`src/rtl/core/tlnp_pkg.sv`:
```
// Shared types and constants for the token lexer with number parse.
`default_nettype none

package tlnp_pkg;

  // Fixed widths of the result fields
  localparam int START_W  = 16;
  localparam int LENGTH_W = 16;
  localparam int MANT_W   = 48;
  localparam int FRAC_W   = 4;

  // Byte codes the scanner cares about
  localparam logic [7:0] CH_SPACE   = 8'h20;
  localparam logic [7:0] CH_NEWLINE = 8'h0A;
  localparam logic [7:0] CH_SQUOTE  = 8'h27;
  localparam logic [7:0] CH_DQUOTE  = 8'h22;
  localparam logic [7:0] CH_UNDER   = 8'h5F;
  localparam logic [7:0] CH_MINUS   = 8'h2D;
  localparam logic [7:0] CH_POINT   = 8'h2E;
  localparam logic [7:0] CH_ZERO    = 8'h30;
  localparam logic [7:0] CH_NINE    = 8'h39;

  // Scanner mode; code 3 is unused and treated as between tokens
  typedef enum logic [1:0] {
    MODE_IDLE  = 2'd0,
    MODE_PLAIN = 2'd1,
    MODE_QUOTE = 2'd2
  } scan_mode_t;

  // Token classes as reported
  typedef enum logic [2:0] {
    CLS_NUMBER = 3'd0,
    CLS_STRING = 3'd1,
    CLS_UNDER  = 3'd2,
    CLS_PROC   = 3'd3,
    CLS_OPEN   = 3'd4
  } token_class_t;

  // Classified input byte, front to back
  typedef struct packed {
    logic [7:0] code;
    logic [3:0] digit;
    logic       is_space;
    logic       is_quote;
    logic       is_minus;
    logic       is_under;
    logic       is_point;
    logic       is_digit;
    logic       eot;
  } cmd_t;

  // One reported token
  typedef struct packed {
    token_class_t          token_class;
    logic [START_W-1:0]    content_start;
    logic [LENGTH_W-1:0]   content_length;
    logic [MANT_W-1:0]     number_mantissa;
    logic [FRAC_W-1:0]     fraction_digits;
    logic                  number_overflow;
    logic                  stream_done;
  } result_t;

endpackage

`default_nettype wire

```
`src/rtl/core/token_lexer_with_number_parse.sv`:
```
// Top level of the token lexer with decimal number parse.
//
// Takes one text byte per cycle and reports each token as it ends: its class, content offset
// and length, and for numbers a signed decimal mantissa with a fraction digit count. Both
// sides are queues: a byte goes in when push is high and full is low; a token is read while
// empty is low and taken when pop is high. Sustained rate is one byte per clock while the
// result queue has room, set by the scanner step (mode update plus one times-ten accumulate).
// A token reaches the result ports by way of the byte queue and the result queue. The
// scanner holds while the result queue is full, so a reader that stops popping stalls the
// input once both queues fill. Offsets restart from zero after each byte marked end of text.
`default_nettype none

module token_lexer_with_number_parse #(
  parameter int OFFSET_BITS         = 16,
  parameter int MANTISSA_BITS       = 48,
  parameter int MAX_FRACTION_DIGITS = 15,
  parameter int QUEUE_DEPTH         = 2
) (
  input  wire logic        clk,
  input  wire logic        rst_n,
  input  wire logic        push,
  output logic             full,
  input  wire logic [7:0]  in_char_code,
  input  wire logic        in_end_of_text,
  output logic             empty,
  input  wire logic        pop,
  output logic [2:0]       out_token_class,
  output logic [15:0]      out_content_start,
  output logic [15:0]      out_content_length,
  output logic [47:0]      out_number_mantissa,
  output logic [3:0]       out_fraction_digits,
  output logic             out_number_overflow,
  output logic             out_stream_done
);

  localparam int CMD_W = $bits(tlnp_pkg::cmd_t);
  localparam int RES_W = $bits(tlnp_pkg::result_t);

  tlnp_pkg::cmd_t    cmd_in, cmd_out;
  tlnp_pkg::result_t res_in, res_out;
  logic              cmdq_full, cmdq_push, cmdq_empty, cmd_take;
  logic              resq_full, res_push;

  // Front end: classify bytes
  tlnp_front u_front (
    .push        (push),
    .full        (full),
    .char_code   (in_char_code),
    .end_of_text (in_end_of_text),
    .q_full      (cmdq_full),
    .q_push      (cmdq_push),
    .cmd         (cmd_in)
  );

  // Queue between front and back
  tlnp_fifo #(
    .WIDTH (CMD_W),
    .DEPTH (QUEUE_DEPTH)
  ) u_cmd_q (
    .clk     (clk),
    .rst_n   (rst_n),
    .push    (cmdq_push),
    .wr_data (cmd_in),
    .full    (cmdq_full),
    .pop     (cmd_take),
    .rd_data (cmd_out),
    .empty   (cmdq_empty)
  );

  // Back end: scanner and number accumulator
  tlnp_back #(
    .OFFSET_BITS         (OFFSET_BITS),
    .MANTISSA_BITS       (MANTISSA_BITS),
    .MAX_FRACTION_DIGITS (MAX_FRACTION_DIGITS)
  ) u_back (
    .clk       (clk),
    .rst_n     (rst_n),
    .cmd_valid (!cmdq_empty),
    .cmd       (cmd_out),
    .cmd_take  (cmd_take),
    .res_room  (!resq_full),
    .res_push  (res_push),
    .res       (res_in)
  );

  // Result queue feeding the output ports
  tlnp_fifo #(
    .WIDTH (RES_W),
    .DEPTH (QUEUE_DEPTH)
  ) u_res_q (
    .clk     (clk),
    .rst_n   (rst_n),
    .push    (res_push),
    .wr_data (res_in),
    .full    (resq_full),
    .pop     (pop),
    .rd_data (res_out),
    .empty   (empty)
  );

  assign out_token_class     = res_out.token_class;
  assign out_content_start   = res_out.content_start;
  assign out_content_length  = res_out.content_length;
  assign out_number_mantissa = res_out.number_mantissa;
  assign out_fraction_digits = res_out.fraction_digits;
  assign out_number_overflow = res_out.number_overflow;
  assign out_stream_done     = res_out.stream_done;

endmodule

`default_nettype wire

```
`src/rtl/core/tlnp_fifo.sv`:
```
// Small register queue used between the front, the back and the result port.
`default_nettype none

module tlnp_fifo #(
  parameter int WIDTH = 8,
  parameter int DEPTH = 2
) (
  input  wire logic             clk,
  input  wire logic             rst_n,
  input  wire logic             push,
  input  wire logic [WIDTH-1:0] wr_data,
  output logic                  full,
  input  wire logic             pop,
  output logic [WIDTH-1:0]      rd_data,
  output logic                  empty
);

  localparam int PW = (DEPTH > 1) ? $clog2(DEPTH) : 1;
  localparam int CW = $clog2(DEPTH + 1);

  logic [WIDTH-1:0] mem_r [DEPTH];
  logic [PW-1:0]    wr_ptr_r, wr_ptr_nxt;
  logic [PW-1:0]    rd_ptr_r, rd_ptr_nxt;
  logic [CW-1:0]    count_r, count_nxt;
  logic             do_push, do_pop;

  assign full    = (count_r == CW'(DEPTH));
  assign empty   = (count_r == '0);
  assign do_push = push && !full;
  assign do_pop  = pop && !empty;
  assign rd_data = mem_r[rd_ptr_r];

  // Pointer and fill count updates
  always_comb begin
    wr_ptr_nxt = wr_ptr_r;
    rd_ptr_nxt = rd_ptr_r;
    count_nxt  = count_r;
    if (do_push) begin
      wr_ptr_nxt = (wr_ptr_r == PW'(DEPTH - 1)) ? '0 : wr_ptr_r + 1'b1;
    end
    if (do_pop) begin
      rd_ptr_nxt = (rd_ptr_r == PW'(DEPTH - 1)) ? '0 : rd_ptr_r + 1'b1;
    end
    if (do_push && !do_pop) begin
      count_nxt = count_r + 1'b1;
    end else if (do_pop && !do_push) begin
      count_nxt = count_r - 1'b1;
    end
  end

  always_ff @(posedge clk) begin
    if (!rst_n) begin
      wr_ptr_r <= '0;
      rd_ptr_r <= '0;
      count_r  <= '0;
    end else begin
      wr_ptr_r <= wr_ptr_nxt;
      rd_ptr_r <= rd_ptr_nxt;
      count_r  <= count_nxt;
    end
  end

  // Storage, no reset
  always_ff @(posedge clk) begin
    if (do_push) begin
      mem_r[wr_ptr_r] <= wr_data;
    end
  end

endmodule

`default_nettype wire

```
`src/rtl/core/tlnp_front.sv`:
```
// Front end: takes input bytes and classifies them for the scanner.
`default_nettype none

module tlnp_front (
  input  wire logic        push,
  output logic             full,
  input  wire logic [7:0]  char_code,
  input  wire logic        end_of_text,
  input  wire logic        q_full,
  output logic             q_push,
  output tlnp_pkg::cmd_t   cmd
);

  logic digit_hit;

  assign full   = q_full;
  assign q_push = push && !q_full;

  assign digit_hit = (char_code >= tlnp_pkg::CH_ZERO) && (char_code <= tlnp_pkg::CH_NINE);

  // Byte classification
  always_comb begin
    cmd.code     = char_code;
    cmd.is_digit = digit_hit;
    cmd.digit    = digit_hit ? 4'(char_code - tlnp_pkg::CH_ZERO) : 4'd0;
    cmd.is_space = (char_code == tlnp_pkg::CH_SPACE) || (char_code == tlnp_pkg::CH_NEWLINE);
    cmd.is_quote = (char_code == tlnp_pkg::CH_DQUOTE) || (char_code == tlnp_pkg::CH_SQUOTE);
    cmd.is_minus = (char_code == tlnp_pkg::CH_MINUS);
    cmd.is_under = (char_code == tlnp_pkg::CH_UNDER);
    cmd.is_point = (char_code == tlnp_pkg::CH_POINT);
    cmd.eot      = end_of_text;
  end

endmodule

`default_nettype wire

```
`src/rtl/core/tlnp_back.sv`:
```
// Back end: token scanner, decimal accumulator and token report.
`default_nettype none

module tlnp_back #(
  parameter int OFFSET_BITS         = 16,
  parameter int MANTISSA_BITS       = 48,
  parameter int MAX_FRACTION_DIGITS = 15
) (
  input  wire logic             clk,
  input  wire logic             rst_n,
  input  wire logic             cmd_valid,
  input  wire tlnp_pkg::cmd_t   cmd,
  output logic                  cmd_take,
  input  wire logic             res_room,
  output logic                  res_push,
  output tlnp_pkg::result_t     res
);

  localparam int ACC_W  = MANTISSA_BITS - 1;
  localparam int PROD_W = ACC_W + 4;
  localparam int OW = (OFFSET_BITS > tlnp_pkg::START_W) ? OFFSET_BITS : tlnp_pkg::START_W;
  localparam int MW = (MANTISSA_BITS > tlnp_pkg::MANT_W) ? MANTISSA_BITS : tlnp_pkg::MANT_W;
  localparam logic [ACC_W-1:0] ACC_LIM = {ACC_W{1'b1}};
  localparam logic [tlnp_pkg::FRAC_W-1:0] FRAC_LIM = tlnp_pkg::FRAC_W'(MAX_FRACTION_DIGITS);

  tlnp_pkg::scan_mode_t   mode_r, mode_nxt, mode_scan;
  logic [7:0]             quote_r, quote_nxt;
  logic [OFFSET_BITS-1:0] offset_r, offset_nxt;
  logic [OFFSET_BITS-1:0] begin_r, begin_nxt;
  tlnp_pkg::token_class_t cls_r, cls_nxt;
  logic                   neg_r, neg_nxt;
  logic                   point_r, point_nxt;
  logic [ACC_W-1:0]       acc_r, acc_nxt;
  logic [tlnp_pkg::FRAC_W-1:0] frac_r, frac_nxt;
  logic                   ovf_r, ovf_nxt;

  logic                   step;
  logic                   starting;
  logic                   base_point, base_ovf;
  logic [ACC_W-1:0]       base_acc;
  logic [tlnp_pkg::FRAC_W-1:0] base_frac;
  logic                   dig_point, dig_ovf;
  logic [ACC_W-1:0]       dig_acc;
  logic [tlnp_pkg::FRAC_W-1:0] dig_frac;
  logic [PROD_W-1:0]      prod;
  logic                   emit_space, emit_string, eot_plain, eot_open;
  logic [OFFSET_BITS-1:0] end_pos, plain_len;
  logic                   plain_num;
  logic [MW-1:0]          mant_wide;

  // Offset to the 16-bit report width
  function automatic logic [tlnp_pkg::START_W-1:0] to_port(input logic [OFFSET_BITS-1:0] v);
    logic [OW-1:0] w;
    w = OW'(v);
    return w[tlnp_pkg::START_W-1:0];
  endfunction

  assign step     = cmd_valid && res_room;
  assign cmd_take = step;
  assign starting = (mode_r != tlnp_pkg::MODE_PLAIN) && (mode_r != tlnp_pkg::MODE_QUOTE)
                    && !cmd.is_space;

  // One decimal digit step; a fresh token starts from a cleared accumulator
  always_comb begin
    base_point = starting ? 1'b0 : point_r;
    base_ovf   = starting ? 1'b0 : ovf_r;
    base_acc   = starting ? '0 : acc_r;
    base_frac  = starting ? '0 : frac_r;
    prod = (PROD_W'(base_acc) << 3) + (PROD_W'(base_acc) << 1) + PROD_W'(cmd.digit);
    dig_point = base_point;
    dig_ovf   = base_ovf;
    dig_acc   = base_acc;
    dig_frac  = base_frac;
    if (cmd.is_point && !base_point) begin
      dig_point = 1'b1;
    end else if (!(base_point && (base_frac >= FRAC_LIM))) begin
      if (base_point) begin
        dig_frac = base_frac + 1'b1;
      end
      if (base_ovf || (prod > PROD_W'(ACC_LIM))) begin
        dig_acc = ACC_LIM;
        dig_ovf = 1'b1;
      end else begin
        dig_acc = prod[ACC_W-1:0];
      end
    end
  end

  // Scanner next state
  always_comb begin
    mode_scan   = mode_r;
    quote_nxt   = quote_r;
    begin_nxt   = begin_r;
    cls_nxt     = cls_r;
    neg_nxt     = neg_r;
    point_nxt   = point_r;
    acc_nxt     = acc_r;
    frac_nxt    = frac_r;
    ovf_nxt     = ovf_r;
    emit_space  = 1'b0;
    emit_string = 1'b0;
    unique case (mode_r)
      tlnp_pkg::MODE_PLAIN: begin
        if (cmd.is_space) begin
          emit_space = 1'b1;
          mode_scan  = tlnp_pkg::MODE_IDLE;
        end else begin
          point_nxt = dig_point;
          acc_nxt   = dig_acc;
          frac_nxt  = dig_frac;
          ovf_nxt   = dig_ovf;
        end
      end
      tlnp_pkg::MODE_QUOTE: begin
        if (cmd.code == quote_r) begin
          emit_string = 1'b1;
          mode_scan   = tlnp_pkg::MODE_IDLE;
        end
      end
      default: begin
        if (starting) begin
          begin_nxt = offset_r;
          neg_nxt   = 1'b0;
          point_nxt = 1'b0;
          acc_nxt   = '0;
          frac_nxt  = '0;
          ovf_nxt   = 1'b0;
          if (cmd.is_quote) begin
            mode_scan = tlnp_pkg::MODE_QUOTE;
            quote_nxt = cmd.code;
            cls_nxt   = tlnp_pkg::CLS_STRING;
          end else begin
            mode_scan = tlnp_pkg::MODE_PLAIN;
            priority if (cmd.is_under) begin
              cls_nxt = tlnp_pkg::CLS_UNDER;
            end else if (cmd.is_minus) begin
              cls_nxt = tlnp_pkg::CLS_NUMBER;
              neg_nxt = 1'b1;
            end else if (cmd.is_digit) begin
              cls_nxt   = tlnp_pkg::CLS_NUMBER;
              point_nxt = dig_point;
              acc_nxt   = dig_acc;
              frac_nxt  = dig_frac;
              ovf_nxt   = dig_ovf;
            end else begin
              cls_nxt = tlnp_pkg::CLS_PROC;
            end
          end
        end
      end
    endcase
    // End of text closes everything and rewinds the offset
    if (cmd.eot) begin
      mode_nxt   = tlnp_pkg::MODE_IDLE;
      offset_nxt = '0;
    end else begin
      mode_nxt   = mode_scan;
      offset_nxt = offset_r + 1'b1;
    end
  end

  // Token report
  assign eot_plain = cmd.eot && (mode_scan == tlnp_pkg::MODE_PLAIN);
  assign eot_open  = cmd.eot && (mode_scan == tlnp_pkg::MODE_QUOTE);
  assign end_pos   = emit_space ? offset_r : offset_r + 1'b1;
  assign plain_len = end_pos - begin_nxt;
  assign plain_num = (cls_nxt == tlnp_pkg::CLS_NUMBER)
                     && !(neg_nxt && (plain_len == OFFSET_BITS'(1)));
  assign mant_wide = neg_nxt ? (~MW'(acc_nxt) + 1'b1) : MW'(acc_nxt);

  always_comb begin
    res.token_class     = tlnp_pkg::CLS_PROC;
    res.content_start   = to_port(begin_nxt);
    res.content_length  = to_port(plain_len);
    res.number_mantissa = '0;
    res.fraction_digits = '0;
    res.number_overflow = 1'b0;
    res.stream_done     = cmd.eot;
    priority if (emit_space || eot_plain) begin
      if (plain_num) begin
        res.token_class     = tlnp_pkg::CLS_NUMBER;
        res.number_mantissa = mant_wide[tlnp_pkg::MANT_W-1:0];
        res.fraction_digits = frac_nxt;
        res.number_overflow = ovf_nxt;
      end else if (cls_nxt == tlnp_pkg::CLS_UNDER) begin
        res.token_class    = tlnp_pkg::CLS_UNDER;
        res.content_start  = to_port(begin_nxt + 1'b1);
        res.content_length = to_port(plain_len - 1'b1);
      end else if (cls_nxt == tlnp_pkg::CLS_NUMBER) begin
        // a lone minus sign is a procedure name
        res.token_class = tlnp_pkg::CLS_PROC;
      end else begin
        res.token_class = cls_nxt;
      end
    end else if (emit_string) begin
      res.token_class    = tlnp_pkg::CLS_STRING;
      res.content_start  = to_port(begin_r + 1'b1);
      res.content_length = to_port(offset_r - begin_r - 1'b1);
    end else begin
      res.token_class    = tlnp_pkg::CLS_OPEN;
      res.content_start  = to_port(begin_nxt + 1'b1);
      res.content_length = '0;
    end
  end

  assign res_push = step && (emit_space || emit_string || eot_plain || eot_open);

  // Scanner registers
  always_ff @(posedge clk) begin
    if (!rst_n) begin
      mode_r   <= tlnp_pkg::MODE_IDLE;
      quote_r  <= tlnp_pkg::CH_DQUOTE;
      offset_r <= '0;
      begin_r  <= '0;
      cls_r    <= tlnp_pkg::CLS_NUMBER;
      neg_r    <= 1'b0;
      point_r  <= 1'b0;
      acc_r    <= '0;
      frac_r   <= '0;
      ovf_r    <= 1'b0;
    end else if (step) begin
      mode_r   <= mode_nxt;
      quote_r  <= quote_nxt;
      offset_r <= offset_nxt;
      begin_r  <= begin_nxt;
      cls_r    <= cls_nxt;
      neg_r    <= neg_nxt;
      point_r  <= point_nxt;
      acc_r    <= acc_nxt;
      frac_r   <= frac_nxt;
      ovf_r    <= ovf_nxt;
    end
  end

`ifndef SYNTH
  a_ovf_saturated: assert property (@(posedge clk) disable iff (!rst_n)
    ovf_r |-> (acc_r == ACC_LIM))
    else $error("overflow flag set without saturated mantissa");
  a_frac_limit: assert property (@(posedge clk) disable iff (!rst_n)
    frac_r <= FRAC_LIM)
    else $error("fraction digit count beyond limit");
  a_frac_needs_point: assert property (@(posedge clk) disable iff (!rst_n)
    (frac_r != '0) |-> point_r)
    else $error("fraction digits counted before decimal point");
  a_eot_rewind: assert property (@(posedge clk) disable iff (!rst_n)
    (step && cmd.eot) |=> ((offset_r == '0) && (mode_r == tlnp_pkg::MODE_IDLE)))
    else $error("scanner not rewound after end of text");
`endif

endmodule

`default_nettype wire

```
`config.mk`:
```
export PLATFORM = sky130hd
export DESIGN_NAME = token_lexer_with_number_parse
export DESIGN_NICKNAME = d
export VERILOG_FILES = /design/src/rtl/core/tlnp_pkg.sv /design/src/rtl/core/token_lexer_with_number_parse.sv /design/src/rtl/core/tlnp_fifo.sv /design/src/rtl/core/tlnp_front.sv /design/src/rtl/core/tlnp_back.sv
export SDC_FILE = /design/constraint.sdc
export NUM_CORES = 1
export LEC_CHECK = 0
export ABC_CLOCK_PERIOD_IN_PS = 8600
export BUFFER_PORTS_ARGS = -buffer_cell sky130_fd_sc_hd__buf_4
export CAP_MARGIN = 20
export CELL_PAD_IN_SITES_DETAIL_PLACEMENT = 0
export CELL_PAD_IN_SITES_GLOBAL_PLACEMENT = 1
export CORE_ASPECT_RATIO = 1.75
export CORE_MARGIN = 1.5
export CORE_UTILIZATION = 40
export DETAILED_ROUTE_END_ITERATION = 6
export GPL_TIMING_DRIVEN = 0
export PLACE_DENSITY = 0.82
export SLEW_MARGIN = 20
export SYNTH_ARGS = -nofsm -noshare
export SYNTH_HDL_FRONTEND = slang
export SYNTH_SLANG_ARGS = --single-unit
```
`constraint.sdc`:
```
create_clock -name clk -period 8.6 [get_ports clk]
set_input_delay 0 -clock clk [delete_from_list [all_inputs] [get_ports clk]]
set_output_delay 0 -clock clk [all_outputs]
set_load 0.01 [all_outputs]
```
==> results.py, run 1 <==
metrics = {
    "status": {
        "status": "finished clean",
    },
    "layout": {
        "area_growth_pct": 14.9,
        "final_cells": 3567,
        "nets": 2930,
        "drive_above_1_share_pct": 13.1,
        "final_cell_area_um2": 26300,
    },
    "place": {
        "placed_area_um2": 24800,
        "gp_congestion": 1.01,
        "dpl.hpwl_um": 69700,
        "dp.cells": 3490,
        "portBuffers": 102,
    },
    "timing": {
        "fin_crit_ns": 8.51,
        "slew-limit-headroom_pct": 26.5,
        "fmax_mhz": 118,
        "tns_ns": 0,
        "setup_viol_count_final": 0,
        "worst_pin_slew_ns": 1.09,
        "hold_violations": 0,
        "fin_crit_sh_pct": 98.9,
        "skew_ns": 0.0272,
        "timing.final.max_slew_violations": 0,
    },
    "drt": {
        "drc": 0,
        "wl_um": 87700,
        "vias": 21100,
        "drt_iter0_markers": 1467,
        "routedWlPerCell_um": 24.6,
        "drtPass1Iterations": 6,
        "viasPerCell": 5.91,
        "drtAntennaViolNets": 0,
    },
    "clock_tree": {
        "htree_levels": 2,
        "insertion_delay_ns": 0.57,
        "clk_path_buf_depth": 3,
        "clock-root-buffer": "clkbuf_16",
        "cts_tree": "done",
        "cts_sinks": 325,
        "cts_buffers": 34,
        "clkTransAtPathRegs_ns": 0.07,
    },
    "power_and_ir_drop": {
        "finalPower_mw": 7.57,
        "ir_drop_v": 0.000176,
        "p_leak_nw": 10.1,
        "powerDensity_nw_per_um2": 288,
    },
    "global_route": {
        "antenna_found_initial": 0,
        "overflow": 0,
        "grt_pass1_vias": 21400,
        "gr-usage-all-layers_pct": 29.7,
        "grt_first_pass_wirelength_um": 130000,
        "grt_max_degree": 48,
    },
    "yosys": {
        "synth_commonest_cells": "nand2_1 (331), a21oi_1 (267), nor2_1 (241)",
        "synth_top_area_cell": "edfxtp_1",
        "synth_warnings": 0,
        "ys.flop_type": "edfxtp_1",
        "synth.most_common_cell": "nand2_1",
        "synth-seq-cells": 325,
        "syn-num-nets": 2769,
        "synth_cell_types": 92,
        "yosysSeqAreaShare_pct": 37.9,
        "synth-async-reset-ratio_pct": 0,
        "ys_top_cells_by_area": "edfxtp_1 (28%), dfxtp_1 (9.5%), ha_1 (7.3%)",
        "synth_cells": 2619,
        "synth_top_area_share_pct": 28.4,
        "syn-mean-instance-area_um2": 8.74,
        "synth-edff-count": 216,
        "mappedNetlistArea_um2": 22900,
    },
    "critical_path": {
        "reg2reg_depth": 34,
        "crit_fanout": 10,
        "end_kind": "flip-flop",
        "cpMaxStageDelayCell": "a211o_4",
        "path_class": "reg2reg",
        "required_ns": 8.90,
        "max_stage_delay_ns": 0.41,
        "r2r-end": "u_res_q.mem_r[0][28]$_DFFE_PP_",
        "crit_buf_inv": 11,
        "crit-reg2reg-launch": "u_back.mode_r[0]$_SDFFE_PN0P_",
        "rrSetupSlack_ns": 0.09,
        "cp-start-kind": "flip-flop",
        "path_depth": 34,
        "path_common_cell": "clkbuf_8",
        "crit_family": "compound AO/OA/AOI/OAI gates",
        "arrival_ns": 8.81,
    },
    "worst_hold_path": {
        "whs_endpoint": "u_back.acc_r[2]$_SDFFE_PN0P_",
        "hp-class": "in2reg",
        "hold_depth": 2,
        "worstHoldStart": "rst_n",
    },
    "die": {
        "initial_core_util_pct": 40.6,
        "dieArea_um2": 58700,
        "io_pins": 104,
        "rows": 115,
        "coreArea_um2": 56400,
        "die_height_um": 319,
        "die-width_um": 184,
    },
    "job": {
        "cap_violations": 0,
    },
}
[worst max path at each step]
stage	start	end	slack, ns
2_1_floorplan	u_back.mode_r[0]$_SDFFE_PN0P_	u_res_q.mem_r[0][40]$_DFFE_PP_	0.98
3_3_place_gp	u_back.mode_r[0]$_SDFFE_PN0P_	u_res_q.mem_r[0][42]$_DFFE_PP_	-4.45
3_5_place_dp	u_back.mode_r[0]$_SDFFE_PN0P_	u_res_q.mem_r[0][46]$_DFFE_PP_	-4.31
4_1_cts	u_back.mode_r[0]$_SDFFE_PN0P_	u_res_q.mem_r[1][40]$_DFFE_PP_	0.06
5_1_grt	u_back.mode_r[0]$_SDFFE_PN0P_	u_res_q.mem_r[1][44]$_DFFE_PP_	-0.009
6_report	u_back.mode_r[0]$_SDFFE_PN0P_	u_res_q.mem_r[0][28]$_DFFE_PP_	0.09
[power by group]
| part | internal, mW | switching (mW) |
|---|---|---|
| Sequential | 1.94 | 0.0984 |
| Clock | 0.862 | 0.688 |
| Combinational | 1.26 | 2.71 |
[worst register-to-register path: cells and delay by family, from the launching register on]
| kind | cells | cell delay (ns) |
|---|---|---|
| simple gates | 7 | 1.27 |
| mux | 1 | 0.24 |
| flops | 1 | 0.36 |
| compound gates | 10 | 2.57 |
| xor+xnor | 1 | 0.24 |
| buf+inv | 11 | 2.44 |
| fa+ha+maj | 4 | 1.15 |
[cells by family after synthesis]
kind of cell / Yosys count / synth area share (%)
and+or+nand+nor: 900 / 18.2
AOI/OAI and AO/OA: 760 / 20.9
DFF: 325 / 37.9
buffers and inverters: 225 / 3.81
xor gates and xnor gates: 147 / 5.63
adders and majority gates: 137 / 7.59
muxes: 125 / 6.04
[layout by cell type (no fill, tap or decap), types with 93 or more instances in the layout]
master,instances
clkbuf_1,97
a21oi_1,265
mux2_2,93
buf_4,108
nor2_1,239
dfxtp_1,109
nand2_1,328
edfxtp_1,216
ha_1,133
o21ai_0,159
[stage by stage]
stage / worst slack [ns] / util [%] / hold WS, ns
floorplan: 0.984 / - / 0.0989
global placement: -4.45 / 43.6 / 0.188
CTS: 0.0573 / 46.4 / 0.0726
global route: -0.00852 / 46.6 / 0.103
finish: 0.0929 / 46.6 / 0.110
detailed placement: -4.31 / 43.9 / 0.190
[registers in the layout, summed over array words and instances, names as in the netlist, 2 cells and up, named ones only]
register,flops
u_cmd_q.count_r,2
u_res_q.count_r,2
u_cmd_q.mem_r,38
u_back.quote_r,8
u_back.begin_r,16
u_back.mode_r,2
u_back.offset_r,16
u_back.frac_r,4
u_res_q.mem_r,178
u_back.cls_r,3
u_back.acc_r,47
[metal layers]
layer	vias up	global-route usage (%)	share of wire [%]
li1	9852	-	-
met1	10100	28.2	33
met2	829	56.1	53
met3	318	3.36	4.5
met4	0	24.4	9.1
met5	-	0	0
[what timing repair did]
action / 4_1_cts / 5_1_grt
endpoints found under the setup margin: 146 / 42
hold buffers: 11 / 0
endpoints found under the hold margin: 45 / 0
gates resized for setup: 42 / 20
pin swaps: 1 / 2
setup buffers: 1 / 2
[layout make-up]
| type | count | area [um^2] |
|---|---|---|
| clock inverters | 20 | 198 |
| inverters | 89 | 334 |
| fillers | 5502 | 30100 |
| well taps | 760 | 951 |
| repair buffers | 125 | 1040 |
| multi-input cells | 2069 | 13500 |
| flip-flops and latches | 325 | 8670 |
| clock buffers | 42 | 953 |
| diodes | 1 | 2.50 |
| plain buffers | 136 | 621 |
(Power assumes the default switching activity.)
==> run 2, diff against run 1 <==
--- a/config.mk
+++ b/config.mk
@@ -5,7 +5,7 @@
 export SDC_FILE = /design/constraint.sdc
 export NUM_CORES = 1
 export LEC_CHECK = 0
-export ABC_CLOCK_PERIOD_IN_PS = 8600
+export ABC_CLOCK_PERIOD_IN_PS = 8810
 export BUFFER_PORTS_ARGS = -buffer_cell sky130_fd_sc_hd__buf_4
 export CAP_MARGIN = 20
 export CELL_PAD_IN_SITES_DETAIL_PLACEMENT = 0
@@ -15,7 +15,8 @@
 export CORE_UTILIZATION = 40
 export DETAILED_ROUTE_END_ITERATION = 6
 export GPL_TIMING_DRIVEN = 0
-export PLACE_DENSITY = 0.82
+export PLACE_DENSITY = 0.79
+export REMOVE_ABC_BUFFERS = 1
 export SLEW_MARGIN = 20
 export SYNTH_ARGS = -nofsm -noshare
 export SYNTH_HDL_FRONTEND = slang
==> constraint.sdc (replaced) <==
create_clock -name clk -period 8.81 [get_ports clk]
set_input_delay 0 -clock clk [delete_from_list [all_inputs] [get_ports clk]]
set_output_delay 0 -clock clk [all_outputs]
set_load 0.01 [all_outputs]
==> run 2 against run 1 <==
  * Cell count shrank 3.0%
  * Clock-buffer cell count shrank 4
  * Clock skew shrank 0.0059 ns
  * Die area is the same
  * Global-route usage shrank 4.5 points
  * Critical path depth shrank 7
  * Design area shrank 0.40%
  * Core utilization shrank 0.18 points
  * Non-clock buffer count shrank 105
  * Sequential power is essentially flat
  * Worst hold slack gained 0.092 ns
  * Clock power shrank 3%
  * Largest power group unchanged
==> results.py, run 2 (synthesis gave the netlist of run 1 again) <==
metrics = {
    "critical_path": {
        "r2r-end": "u_res_q.mem_r[1][36]$_DFFE_PP_",
        "required_ns": 9.15,
        "path_depth": 27,
        "crit_buf_inv": 3,
        "cp-start-kind": "flip-flop",
        "crit_start": "u_back.mode_r[0]$_SDFFE_PN0P_",
        "crit_path_end": "u_res_q.mem_r[1][36]$_DFFE_PP_",
        "path_class": "reg2reg",
        "crit-reg2reg-launch": "u_back.mode_r[0]$_SDFFE_PN0P_",
        "crit_fanout": 41,
        "rrSetupSlack_ns": 0.38,
        "cpMaxStageDelayCell": "ha_2",
        "reg2reg_depth": 27,
        "crit_family": "compound AO/OA/AOI/OAI gates",
        "end_kind": "flip-flop",
        "arrival_ns": 8.77,
        "max_stage_delay_ns": 0.62,
    },
    "layout": {
        "nets": 2825,
        "drive_above_1_share_pct": 14.0,
        "layout_common_cells": "nand2_1 (328), a21oi_1 (266), nor2_1 (235)",
        "top_regs": "u_res_q.mem_r x178, u_back.acc_r x47, u_cmd_q.mem_r x38",
        "area_growth_pct": 14.4,
        "largest_register_ffs": 178,
        "largest_register": "u_res_q.mem_r",
        "regArea_um2": 8680,
        "n_antenna_cell": 0,
        "fillCellCount": 5559,
        "multi_input_area_um2": 13600,
        "final_common_cell": "nand2_1",
    },
    "worst_hold_path": {
        "hp-class": "in2reg",
        "hold_depth": 2,
    },
    "power_and_ir_drop": {
        "p_leak_nw": 10.1,
        "powerDensity_nw_per_um2": 274,
        "finalPower_mw": 7.18,
        "ir_drop_v": 0.000185,
    },
    "die": {
        "initial_core_util_pct": 40.6,
        "io_pins": 104,
        "die_height_um": 319,
        "dieArea_um2": 58700,
        "die-width_um": 184,
        "rows": 115,
        "coreArea_um2": 56400,
    },
    "place": {
        "dp_slack_ns": -1.57,
        "gp_congestion": 0.965,
        "dpl.hpwl_um": 55500,
        "portBuffers": 103,
    },
    "timing": {
        "fin_ws_ns": 0.375,
        "worst_pin_slew_ns": 1.09,
        "setup_viol_count_final": 0,
        "rsz0062_at_grt": "no",
        "slew-limit-headroom_pct": 25.3,
        "skew_ns": 0.0213,
        "hold_ws_ns": 0.203,
        "fmax_mhz": 119,
        "fin_crit_ns": 8.43,
        "timing.final.max_slew_violations": 0,
        "fin_crit_sh_pct": 95.7,
        "hold_violations": 0,
    },
    "drt": {
        "drtAntennaViolNets": 0,
        "drt_iter0_markers": 1444,
        "drc": 0,
        "drtPass1Iterations": 5,
        "viasPerCell": 5.84,
        "wl_um": 74600,
        "vias": 20200,
        "routedWlPerCell_um": 21.6,
    },
    "clock_tree": {
        "cts_sinks": 325,
        "cts_buffers": 34,
        "insertion_delay_ns": 0.56,
        "clk_path_buf_depth": 3,
        "clock-root-buffer": "clkbuf_16",
        "htree_levels": 2,
        "cts_tree": "done",
        "clkTransAtPathRegs_ns": 0.07,
    },
    "global_route": {
        "overflow": 0,
        "grt_first_pass_wirelength_um": 114000,
        "grt_pass1_vias": 20400,
        "antenna_found_initial": 0,
        "grt_max_degree": 65,
        "gr-usage-all-layers_pct": 25.2,
    },
    "job": {
        "cap_violations": 0,
    },
    "status": {
        "status": "finished clean",
    },
}
==> run 2: worst min-delay path by stage <==
stage	start	end	slack, ns
6_report	in_char_code[6]	u_cmd_q.mem_r[0][17]$_DFFE_PP_	0.20
5_1_grt	in_char_code[6]	u_cmd_q.mem_r[0][17]$_DFFE_PP_	0.20
4_1_cts	in_char_code[6]	u_cmd_q.mem_r[0][17]$_DFFE_PP_	0.18
3_5_place_dp	in_end_of_text	u_cmd_q.mem_r[0][0]$_DFFE_PP_	0.20
3_3_place_gp	in_end_of_text	u_cmd_q.mem_r[0][0]$_DFFE_PP_	0.19
2_1_floorplan	rst_n	u_back.quote_r[1]$_SDFFE_PN1P_	0.06
==> run 2: report_power, final <==
group	switching [mW]	internal [mW]
combinational	2.39	1.27
sequential	0.119	1.90
clock	0.663	0.838
==> run 2: cell type report <==
| cell class | count | share of cell area (%) |
|---|---|---|
| Clock buffer | 38 | 3.43 |
| Clock inverter | 23 | 0.903 |
| Inverter | 89 | 1.29 |
| Multi-Input combinational cell | 2069 | 51.8 |
| Sequential cell | 325 | 33.1 |
| Tap cell | 760 | 3.63 |
| Timing Repair Buffer | 156 | 5.83 |
==> run 2: worst register-to-register path, delay by kind of cell (launching register included) <==
| kind | cells | cell delay [ns] |
|---|---|---|
| compound gates | 9 | 2.61 |
| simple gates | 8 | 2.38 |
| fa+ha+maj | 4 | 1.55 |
| buf+inv | 3 | 0.62 |
| mux | 2 | 0.51 |
| flops | 1 | 0.36 |
| xor+xnor | 1 | 0.17 |
==> run 2: timing repair <==
item / CTS / global route
gates cloned: 0 / 0
endpoints found under the setup margin: 36 / 26
buffers inserted: 1 / 0
hold endpoints to repair: 51 / 0
hold buffers: 12 / 0
resized for setup: 8 / 4
==> run 2: stage by stage <==
step | std cells | setup TNS (ns) | area, um^2 | util, %
3_3_place_gp | 3346 | -1677.67 | 24100 | 42.7
5_1_grt | 3460 | 0 | 26200 | 46.4
3_5_place_dp | 3385 | -40.43 | 24900 | 44.1
6_report | 3460 | 0 | 26200 | 46.4
2_1_floorplan | 2483 | -211.22 | 22300 | -
4_1_cts | 3459 | 0 | 26200 | 46.4
==> run 2: per-layer routing <==
metal  track usage (%)  up-vias  part of all wire [%]
met1              26.6     9659                    37
met4              16.7        0                   6.9
met2              46.7      670                    52
li1                  -     9642                     -
met5                 0        -                     0
met3              2.47      232                   4.4
